### config.mk
export PLATFORM = sky130hd
export DESIGN_NAME = glyph_quad_vertex_generator_top
export DESIGN_NICKNAME = d
export VERILOG_FILES = /design/src/hdl/gqvg_pkg.sv /design/src/hdl/gqvg_width_ram.sv /design/src/hdl/glyph_quad_vertex_generator_top.sv
export SDC_FILE = /design/constraint.sdc
export NUM_CORES = 2
export LEC_CHECK = 0
export ABC_AREA = 1
export BUFFER_PORTS_ARGS = -buffer_cell sky130_fd_sc_hd__buf_2
export CORE_ASPECT_RATIO = 1.75
export CORE_MARGIN = 4
export CORE_UTILIZATION = 33
export DETAILED_ROUTE_END_ITERATION = 8
export GPL_TIMING_DRIVEN = 0
export PLACE_DENSITY = 0.47
export RECOVER_POWER = 25
export SLEW_MARGIN = 20
export SYNTH_ARGS = -nofsm -noshare
export SYNTH_HDL_FRONTEND = slang
export SYNTH_SLANG_ARGS = --single-unit
### constraint.sdc
create_clock -name clk -period 7.1 [get_ports clk]
set_input_delay 1.42 -clock clk [delete_from_list [all_inputs] [get_ports clk]]
set_output_delay 1.42 -clock clk [all_outputs]
set_load 0.02 [all_outputs]
### src/hdl/gqvg_pkg.sv
// ----------------------------------------------------------------------------
// gqvg_pkg
// Shared types, constants and helpers for the glyph quad vertex generator.
// ----------------------------------------------------------------------------
package gqvg_pkg;

    // Atlas layout: 16 columns, first glyph at code 32
    localparam logic [7:0] ATLAS_BASE = 8'd32;
    localparam logic [7:0] ATLAS_LAST = 8'd159;
    localparam logic [6:0] SPACE_LOW7 = 7'd32;
    localparam logic [3:0] ATLAS_ROW0 = 4'd2;

    // Width table index width (covers table depths of up to 256 entries)
    localparam int IDX_W = 8;

    // Stream payload widths
    localparam int IN_DATA_W  = 56;
    localparam int IN_USER_W  = 2;
    localparam int OUT_DATA_W = 72;
    localparam int OUT_USER_W = 2;

    // Configuration register indexes (paddr[4:2])
    typedef enum logic [2:0] {
        REG_SCALE       = 3'd0,
        REG_CELL_WIDTH  = 3'd1,
        REG_CELL_HEIGHT = 3'd2,
        REG_U_STEP      = 3'd3,
        REG_V_STEP      = 3'd4
    } reg_idx_t;

    // Input op codes
    typedef enum logic {
        OP_GLYPH = 1'b0,
        OP_WIDTH = 1'b1
    } op_t;

    // Quad corners, emitted in this order
    typedef enum logic [1:0] {
        CORNER_BL = 2'd0,
        CORNER_BR = 2'd1,
        CORNER_TR = 2'd2,
        CORNER_TL = 2'd3
    } corner_t;

    // Width table write request
    typedef struct packed {
        logic             en;
        logic [IDX_W-1:0] idx;
        logic [7:0]       data;
    } wr_req_t;

    // Per-glyph quad parameters held while the four vertices go out
    typedef struct packed {
        logic signed [15:0] x;
        logic signed [15:0] y;
        logic [11:0]        qw;
        logic [11:0]        qh;
        logic [19:0]        u0;
        logic [19:0]        v0;
    } quad_t;

    // Clamp an 18-bit signed value to the 16-bit signed range
    function automatic logic signed [15:0] sat16(input logic signed [17:0] v);
        logic signed [15:0] r;
        if (v > 18'sd32767)
            r = 16'sh7FFF;
        else if (v < -18'sd32768)
            r = 16'sh8000;
        else
            r = v[15:0];
        return r;
    endfunction

endpackage

### src/hdl/gqvg_width_ram.sv
// ----------------------------------------------------------------------------
// gqvg_width_ram
// Glyph advance width table: one write and one registered read per cycle.
// Per-entry valid bits make unwritten entries read as zero right after reset.
// ----------------------------------------------------------------------------
module gqvg_width_ram #(
    parameter int ENTRIES = 128
) (
    input  logic                      clk,
    input  logic                      rst_n,
    input  gqvg_pkg::wr_req_t         wr_req,
    input  logic                      rd_en,
    input  logic [gqvg_pkg::IDX_W-1:0] rd_idx,
    output logic [7:0]                rd_data
);
    import gqvg_pkg::*;

    localparam int AW = $clog2(ENTRIES);

    logic [7:0]         mem [ENTRIES];
    logic [7:0]         mem_rd_reg;
    logic [ENTRIES-1:0] valid_reg;
    logic               rd_ok_reg;

    // Storage array and read port
    always_ff @(posedge clk)
    begin
        if (wr_req.en)
        begin
            mem[wr_req.idx[AW-1:0]] <= wr_req.data;
        end
        if (rd_en)
        begin
            mem_rd_reg <= mem[rd_idx[AW-1:0]];
        end
    end

    // Valid bits, cleared by reset
    always_ff @(posedge clk or negedge rst_n)
    begin
        if (!rst_n)
        begin
            valid_reg <= '0;
            rd_ok_reg <= 1'b0;
        end
        else
        begin
            if (wr_req.en)
            begin
                valid_reg[wr_req.idx[AW-1:0]] <= 1'b1;
            end
            if (rd_en)
            begin
                rd_ok_reg <= valid_reg[rd_idx[AW-1:0]];
            end
        end
    end

    assign rd_data = rd_ok_reg ? mem_rd_reg : 8'd0;

endmodule

### src/hdl/glyph_quad_vertex_generator_top.sv
// ----------------------------------------------------------------------------
// glyph_quad_vertex_generator_top
// Right-aligned text quad generator: glyph codes in, four textured vertices
// out per visible glyph.
// ----------------------------------------------------------------------------
// Usage:
//   Input stream (s_axis_*): one transfer per character, last character of
//   the string first, or one width table write (op = 1). first_of_string
//   reloads the running x from anchor_x before the glyph's advance.
//   Output stream (m_axis_*): four vertex transfers per visible glyph,
//   corners bottom-left, bottom-right, top-right, top-left; tlast marks the
//   fourth. Spaces, control codes and rows below the screen emit nothing.
//   APB port: scale, cell size and texture steps; write only while idle.
//   Each glyph passes the glyph stage and the quad stage before its first
//   vertex is loaded into the output register. The four vertices of a
//   visible glyph share the single output register, so the next glyph enters
//   the quad stage as the last vertex leaves; width writes and glyphs that
//   emit nothing retire at one per cycle while the glyph stage is not held.
//   Reset clears the running x, restores the register defaults and marks the
//   whole width table as zero at once; no clearing pass is needed.
//   A stall on m_axis_tready holds the current vertex; the input side keeps
//   taking items until the glyph stage and the quad stage are both full.
// ----------------------------------------------------------------------------
module glyph_quad_vertex_generator_top #(
    parameter int WIDTH_ENTRIES = 128
) (
    input  logic                               clk,
    input  logic                               rst_n,
    // Input stream
    input  logic                               s_axis_tvalid,
    output logic                               s_axis_tready,
    // tdata: anchor_x[15:0], anchor_y[31:16], char_code[39:32],
    //        width_index[46:40], width_value[54:47], zero pad [55]
    input  logic [gqvg_pkg::IN_DATA_W-1:0]     s_axis_tdata,
    // tuser: op[0], first_of_string[1]
    input  logic [gqvg_pkg::IN_USER_W-1:0]     s_axis_tuser,
    // Output stream
    output logic                               m_axis_tvalid,
    input  logic                               m_axis_tready,
    // tdata: pos_x[15:0], pos_y[31:16], tex_u[51:32], tex_v[71:52]
    output logic [gqvg_pkg::OUT_DATA_W-1:0]    m_axis_tdata,
    // tuser: corner[1:0]
    output logic [gqvg_pkg::OUT_USER_W-1:0]    m_axis_tuser,
    output logic                               m_axis_tlast,
    // Configuration port
    input  logic                               psel,
    input  logic                               penable,
    input  logic                               pwrite,
    input  logic [4:0]                         paddr,
    input  logic [31:0]                        pwdata,
    output logic [31:0]                        prdata,
    output logic                               pready
);
    import gqvg_pkg::*;

    localparam logic [8:0] ENTRIES_W = 9'(WIDTH_ENTRIES);

    // ------------------------------------------------------------------
    // Configuration registers
    // ------------------------------------------------------------------
    logic [3:0]  scale_reg;
    logic [7:0]  cell_width_reg;
    logic [7:0]  cell_height_reg;
    logic [15:0] u_step_reg;
    logic [15:0] v_step_reg;
    logic        cfg_wr;
    reg_idx_t    cfg_idx;

    assign pready  = 1'b1;
    assign cfg_wr  = psel && penable && pwrite && pready;
    assign cfg_idx = reg_idx_t'(paddr[4:2]);

    always_ff @(posedge clk or negedge rst_n)
    begin
        if (!rst_n)
        begin
            scale_reg       <= 4'd2;
            cell_width_reg  <= 8'd0;
            cell_height_reg <= 8'd0;
            u_step_reg      <= 16'd0;
            v_step_reg      <= 16'd0;
        end
        else if (cfg_wr)
        begin
            case (cfg_idx)
                REG_SCALE:       scale_reg       <= pwdata[3:0];
                REG_CELL_WIDTH:  cell_width_reg  <= pwdata[7:0];
                REG_CELL_HEIGHT: cell_height_reg <= pwdata[7:0];
                REG_U_STEP:      u_step_reg      <= pwdata[15:0];
                REG_V_STEP:      v_step_reg      <= pwdata[15:0];
                default:         ;
            endcase
        end
    end

    // Register read-back
    always_comb
    begin
        case (cfg_idx)
            REG_SCALE:       prdata = {28'd0, scale_reg};
            REG_CELL_WIDTH:  prdata = {24'd0, cell_width_reg};
            REG_CELL_HEIGHT: prdata = {24'd0, cell_height_reg};
            REG_U_STEP:      prdata = {16'd0, u_step_reg};
            REG_V_STEP:      prdata = {16'd0, v_step_reg};
            default:         prdata = 32'd0;
        endcase
    end

    // ------------------------------------------------------------------
    // Input field unpacking
    // ------------------------------------------------------------------
    op_t                in_op;
    logic               in_first;
    logic signed [15:0] in_ax;
    logic signed [15:0] in_ay;
    logic [7:0]         in_code;
    logic [6:0]         in_widx;
    logic [7:0]         in_wval;
    logic [7:0]         in_rd_idx;
    logic               in_range;
    logic               in_xfer;

    assign in_op     = op_t'(s_axis_tuser[0]);
    assign in_first  = s_axis_tuser[1];
    assign in_ax     = s_axis_tdata[15:0];
    assign in_ay     = s_axis_tdata[31:16];
    assign in_code   = s_axis_tdata[39:32];
    assign in_widx   = s_axis_tdata[46:40];
    assign in_wval   = s_axis_tdata[54:47];
    assign in_xfer   = s_axis_tvalid && s_axis_tready;
    assign in_rd_idx = in_code - ATLAS_BASE;
    assign in_range  = (in_code >= ATLAS_BASE) && (in_code <= ATLAS_LAST) &&
                       ({1'b0, in_rd_idx} < ENTRIES_W);

    // ------------------------------------------------------------------
    // Width table
    // ------------------------------------------------------------------
    wr_req_t    wr_req;
    logic       rd_en;
    logic [7:0] rd_data;

    always_comb
    begin
        wr_req.en   = in_xfer && (in_op == OP_WIDTH) && ({2'b0, in_widx} < ENTRIES_W);
        wr_req.idx  = {1'b0, in_widx};
        wr_req.data = in_wval;
    end

    assign rd_en = in_xfer && (in_op == OP_GLYPH) && in_range;

    gqvg_width_ram #(
        .ENTRIES (WIDTH_ENTRIES)
    ) u_width_ram (
        .clk     (clk),
        .rst_n   (rst_n),
        .wr_req  (wr_req),
        .rd_en   (rd_en),
        .rd_idx  (in_rd_idx),
        .rd_data (rd_data)
    );

    // ------------------------------------------------------------------
    // Glyph stage: advance running x, decide visibility, quad setup
    // ------------------------------------------------------------------
    logic               s1_valid_reg;
    op_t                s1_op_reg;
    logic               s1_first_reg;
    logic signed [15:0] s1_ax_reg;
    logic signed [15:0] s1_ay_reg;
    logic [7:0]         s1_code_reg;
    logic               s1_range_reg;
    logic signed [15:0] running_x_reg;

    logic signed [15:0] rx_base;
    logic [7:0]         adv;
    logic [11:0]        adv_scaled;
    logic signed [17:0] rx_diff;
    logic signed [15:0] rx_next;
    logic signed [17:0] ay_sum;
    logic               s1_emit;
    logic               s1_retire;
    logic [3:0]         glyph_row;
    logic [3:0]         glyph_col;
    quad_t              quad_next;

    assign rx_base    = s1_first_reg ? s1_ax_reg : running_x_reg;
    assign adv        = s1_range_reg ? rd_data : 8'd0;
    assign adv_scaled = {4'd0, adv} * {8'd0, scale_reg};
    assign rx_diff    = {{2{rx_base[15]}}, rx_base} - {6'd0, adv_scaled};
    assign rx_next    = sat16(rx_diff);
    assign ay_sum     = {{2{s1_ay_reg[15]}}, s1_ay_reg} + {10'd0, cell_height_reg};

    assign s1_emit = (s1_op_reg == OP_GLYPH) && (s1_code_reg >= ATLAS_BASE) &&
                     (s1_code_reg[6:0] != SPACE_LOW7) && (ay_sum > 18'sd0);

    assign glyph_row = s1_code_reg[7:4] - ATLAS_ROW0;
    assign glyph_col = s1_code_reg[3:0];

    always_comb
    begin
        quad_next.x  = rx_next;
        quad_next.y  = s1_ay_reg;
        quad_next.qw = {4'd0, cell_width_reg} * {8'd0, scale_reg};
        quad_next.qh = {4'd0, cell_height_reg} * {8'd0, scale_reg};
        quad_next.u0 = {16'd0, glyph_col} * {4'd0, u_step_reg};
        quad_next.v0 = {16'd0, glyph_row} * {4'd0, v_step_reg};
    end

    // ------------------------------------------------------------------
    // Quad stage and output register handshake
    // ------------------------------------------------------------------
    logic    q_valid_reg;
    corner_t corner_reg;
    corner_t corner_next;
    quad_t   quad_reg;
    logic    m_valid_reg;
    logic    q_adv;
    logic    q_free;

    assign q_adv     = q_valid_reg && (!m_valid_reg || m_axis_tready);
    assign q_free    = !q_valid_reg || (q_adv && (corner_reg == CORNER_TL));
    assign s1_retire = s1_valid_reg && (!s1_emit || q_free);

    assign s_axis_tready = !s1_valid_reg || s1_retire;

    always_comb
    begin
        case (corner_reg)
            CORNER_BL: corner_next = CORNER_BR;
            CORNER_BR: corner_next = CORNER_TR;
            CORNER_TR: corner_next = CORNER_TL;
            CORNER_TL: corner_next = CORNER_BL;
            default:   corner_next = CORNER_BL;
        endcase
    end

    // Control state
    always_ff @(posedge clk or negedge rst_n)
    begin
        if (!rst_n)
        begin
            s1_valid_reg  <= 1'b0;
            q_valid_reg   <= 1'b0;
            corner_reg    <= CORNER_BL;
            m_valid_reg   <= 1'b0;
            running_x_reg <= 16'sd0;
        end
        else
        begin
            if (s_axis_tready)
            begin
                s1_valid_reg <= in_xfer;
            end
            if (s1_retire && (s1_op_reg == OP_GLYPH))
            begin
                running_x_reg <= rx_next;
            end
            if (s1_retire && s1_emit)
            begin
                q_valid_reg <= 1'b1;
                corner_reg  <= CORNER_BL;
            end
            else if (q_adv)
            begin
                corner_reg <= corner_next;
                if (corner_reg == CORNER_TL)
                begin
                    q_valid_reg <= 1'b0;
                end
            end
            if (q_adv)
            begin
                m_valid_reg <= 1'b1;
            end
            else if (m_axis_tready)
            begin
                m_valid_reg <= 1'b0;
            end
        end
    end

    // ------------------------------------------------------------------
    // Vertex generation for the current corner
    // ------------------------------------------------------------------
    logic               add_w;
    logic               add_h;
    logic               add_v;
    logic signed [15:0] vx;
    logic signed [15:0] vy;
    logic [19:0]        vu;
    logic [19:0]        vv;

    assign add_w = (corner_reg == CORNER_BR) || (corner_reg == CORNER_TR);
    assign add_h = (corner_reg == CORNER_TR) || (corner_reg == CORNER_TL);
    assign add_v = (corner_reg == CORNER_BL) || (corner_reg == CORNER_BR);

    assign vx = sat16({{2{quad_reg.x[15]}}, quad_reg.x} +
                      (add_w ? {6'd0, quad_reg.qw} : 18'sd0));
    assign vy = sat16({{2{quad_reg.y[15]}}, quad_reg.y} +
                      (add_h ? {6'd0, quad_reg.qh} : 18'sd0));
    assign vu = quad_reg.u0 + (add_w ? {4'd0, u_step_reg} : 20'd0);
    assign vv = quad_reg.v0 + (add_v ? {4'd0, v_step_reg} : 20'd0);

    // ------------------------------------------------------------------
    // Payload registers
    // ------------------------------------------------------------------
    logic [OUT_DATA_W-1:0] m_data_reg;
    logic [OUT_USER_W-1:0] m_user_reg;
    logic                  m_last_reg;

    always_ff @(posedge clk)
    begin
        if (in_xfer)
        begin
            s1_op_reg    <= in_op;
            s1_first_reg <= in_first;
            s1_ax_reg    <= in_ax;
            s1_ay_reg    <= in_ay;
            s1_code_reg  <= in_code;
            s1_range_reg <= in_range;
        end
        if (s1_retire && s1_emit)
        begin
            quad_reg <= quad_next;
        end
        if (q_adv)
        begin
            m_data_reg <= {vv, vu, vy, vx};
            m_user_reg <= corner_reg;
            m_last_reg <= (corner_reg == CORNER_TL);
        end
    end

    assign m_axis_tvalid = m_valid_reg;
    assign m_axis_tdata  = m_data_reg;
    assign m_axis_tuser  = m_user_reg;
    assign m_axis_tlast  = m_last_reg;

endmodule
==> reports/metrics.cfg <==
[run_status]
outcome=finished, violations left
violations=capacitance limit, slew limit

[global_route]
grt_pass1_vias=52800
grt_usage_pct=29.6
antenna_found_initial=36
grt_pass1_wl_um=438000
grt_busiest_layer=met2
globalRouteOverflowTotal=0
grt_util_met3_pct=6.38
grt.met2_usage_pct=50.6
met1_usage_pct=29.3
grt_max_degree=97

[power]
intPower_mw=15.9
vdd.ir_drop.worst_mv=0.165
power_mw=23.0
power_density_nw_per_um2=294
p_sw_share_pct=31.1
power_frac_seq_pct=43.7
leakage_nw=31.5
comb_power_share_pct=20.5
p_sw_mw=7.16
p_clk_share_pct=35.8

[clock_tree]
post_cts_buffers=0
holdBufCountCts=0
cts_tree=built
ctsLongestPathBuffers=4
cts.repair.resized=0
h-tree-depth=4
clkTransAtPathRegs_ns=0.07
insertion_delay_ns=0.86
clock_sinks=1448
clk_root_buffer_cell=clkbuf_16
cts_made_buffers=152

[placement]
port_buffers=173
gp_congestion=1.01
place_inst=9352
dp_hpwl_um=238000

[critical_path]
path_class=primary input to register
critPathBufInv=2
cpLargestDelayFamily=buffers and inverters
crit_required_ns=7.13
slowest_stage=clkdlybuf4s25_1
cp.arrival_ns=6.48
critPathMaxStageDelay_ns=3.11
endpoint_kind=register
crit_chain=clkbuf_1 -> clkdlybuf4s25_1
cp_max_fo=85
critPathLaunchType=primary input

[detailed_routing]
viasPerCell=5.59
wl_per_cell_um=34.0
vias=53900
drt_iter0_markers=6494
drcViolationCount=0
ant_nets=0
drt-total-wl_um=328000
dr.pass1.iters=6

[synth]
synth_area_per_cell_um2=10.6
synthFlopType=edfxtp_1
ys_seq_area_share_pct=61.7
synth_area_um2=68800
synthCells=6467
synth_cell_types=58
synth_edf_count=1246
synth_warnings=0
synth_seq_cells=1448
async_flop_share_pct=14.0

[cells_and_area]
finish.utilization_pct=37.8
mostFrequentLayoutCells=1246 x edfxtp_1, 977 x nand2_1, 878 x nor2_1
fin_cells=9647
largest_reg_flops=1024
fill_cells=20500
layout_commonest_cell=edfxtp_1
ff_latch_area_um2=42500
multi_input_area_um2=22100
final_nets=7211
drive_gt1_share_pct=8.50
areaGrowthSynthToFinish_pct=13.9

[sta]
rsz0062_at_grt=no
slew_headroom_pct=-218
clock_skew_ns=0.0995
period_share_pct=90.9
fin_setup_tns_ns=0
final-setup-viol-count=0
tightest_slew_ns=4.76
fmax_mhz=155
fin_crit_ns=6.46
hold_viol=0
slew_violations=979

[floorplanning]
dieArea_um2=216000
die_w_um=353
rows=221
core_um2=207000
die_h_um=612
start_util_pct=33.2
io_pins=212

[run]
maxCapViolCount=15

[worst_hold_path]
worst_hold_path_type=register to register

## through the flow
step	instance area [µm²]	hold slack [ns]	setup slack [ns]
floorplan	68800	0.419	2.10
global placement	73100	0.434	0.421
detailed placement	73600	0.437	1.08
CTS	78500	0.452	1.05
global route	78300	0.466	0.601
finish	78400	0.450	0.643
## synth_stat cells, types with 3 or more instances
library cell	number	share of area, %
a31oi_1	13	0.12
ha_1	180	3.3
a21oi_1	193	1.4
a21o_1	11	0.12
o21bai_1	8	0.087
nor4_1	4	0.036
buf_4	25	0.27
buf_6	8	0.13
o21a_1	3	0.033
a21boi_0	9	0.098
or2_2	7	0.064
xor2_1	84	1.1
o221ai_1	67	0.85
a221oi_1	5	0.064
nand2_1	977	5.3
buf_2	87	0.63
o21ai_0	688	5.0
nand3_1	200	1.5
nand4_2	20	0.36
o31ai_1	4	0.044
nand2_2	4	0.036
fa_1	98	2.9
nor3_1	18	0.13
o22ai_1	148	1.3
xnor2_1	39	0.50
nand3b_1	8	0.087
o21ai_1	14	0.10
inv_1	695	3.8
dfrtp_1	201	7.3
a21oi_2	3	0.038
o2111ai_1	7	0.089
o211ai_1	76	0.83
edfxtp_1	1246	54
clkinv_1	6	0.033
and2_1	3	0.027
buf_1	30	0.16
nor2_1	878	4.8
clkbuf_1	204	1.1
nand4_1	170	1.5
## area by class of cell
type	instances	share of cell area, %
multi-input cells	3976	28.2
repair buffers	195	1.48
diodes	32	0.102
clock inverters	75	1.04
plain buffers	355	2.11
clock buffers	187	5.17
inverters	703	3.38
well taps	2676	4.27
flip-flops and latches	1448	54.2
## cells by family (layout without fill, tap and decap cells)
family          Yosys count  count (layout)  share of synthesized area, %
xor+xnor                123             123                          1.57
simple gates           2300            2300                          14.0
compound gates         1257            1257                          10.3
flops                  1448            1448                          61.7
fa+ha+maj               278             278                          6.13
buf+inv                1058            1515                          6.17
mux                       1               1                        0.0146
other cells               2              49                        0.0109
## power by group through the flow
stage	sequential (mW)	combinational (mW)	clock, mW
floorplan	10.4	2.67	0
global placement	10.3	4.60	0
detailed placement	10.2	4.69	0
CTS	10.1	4.71	8.28
global route	10.1	5.13	8.58
finish	10.1	4.72	8.23
## layer usage
layer / wire [µm] / part of all wire, %
met5: 82 / 0.025
met4: 40400 / 12
met2: 159000 / 48
met3: 25200 / 7.7
met1: 104000 / 32
## worst paths after layout
path                                                       start                               endpoint  slack (ns)  cells after the start
hold / removal             u_width_ram.valid_reg[48]$_DFFE_PN0P_  u_width_ram.valid_reg[48]$_DFFE_PN0P_        0.45                      2
hold reg to reg            u_width_ram.valid_reg[48]$_DFFE_PN0P_  u_width_ram.valid_reg[48]$_DFFE_PN0P_        0.45                      2
setup / recovery                                s_axis_tdata[54]       u_width_ram.mem[38][7]$_DFFE_PP_        0.64                      2
setup reg to reg                        s1_code_reg[5]$_DFFE_PP_                 quad_reg[14]$_DFFE_PP_        1.17                     23
max in group asynchronous                                  rst_n          running_x_reg[12]$_DFFE_PN0P_        2.02                      1
min in group asynchronous                                  rst_n             u_step_reg[14]$_DFFE_PN0P_        2.33                      1
(Power assumes the default switching activity.)
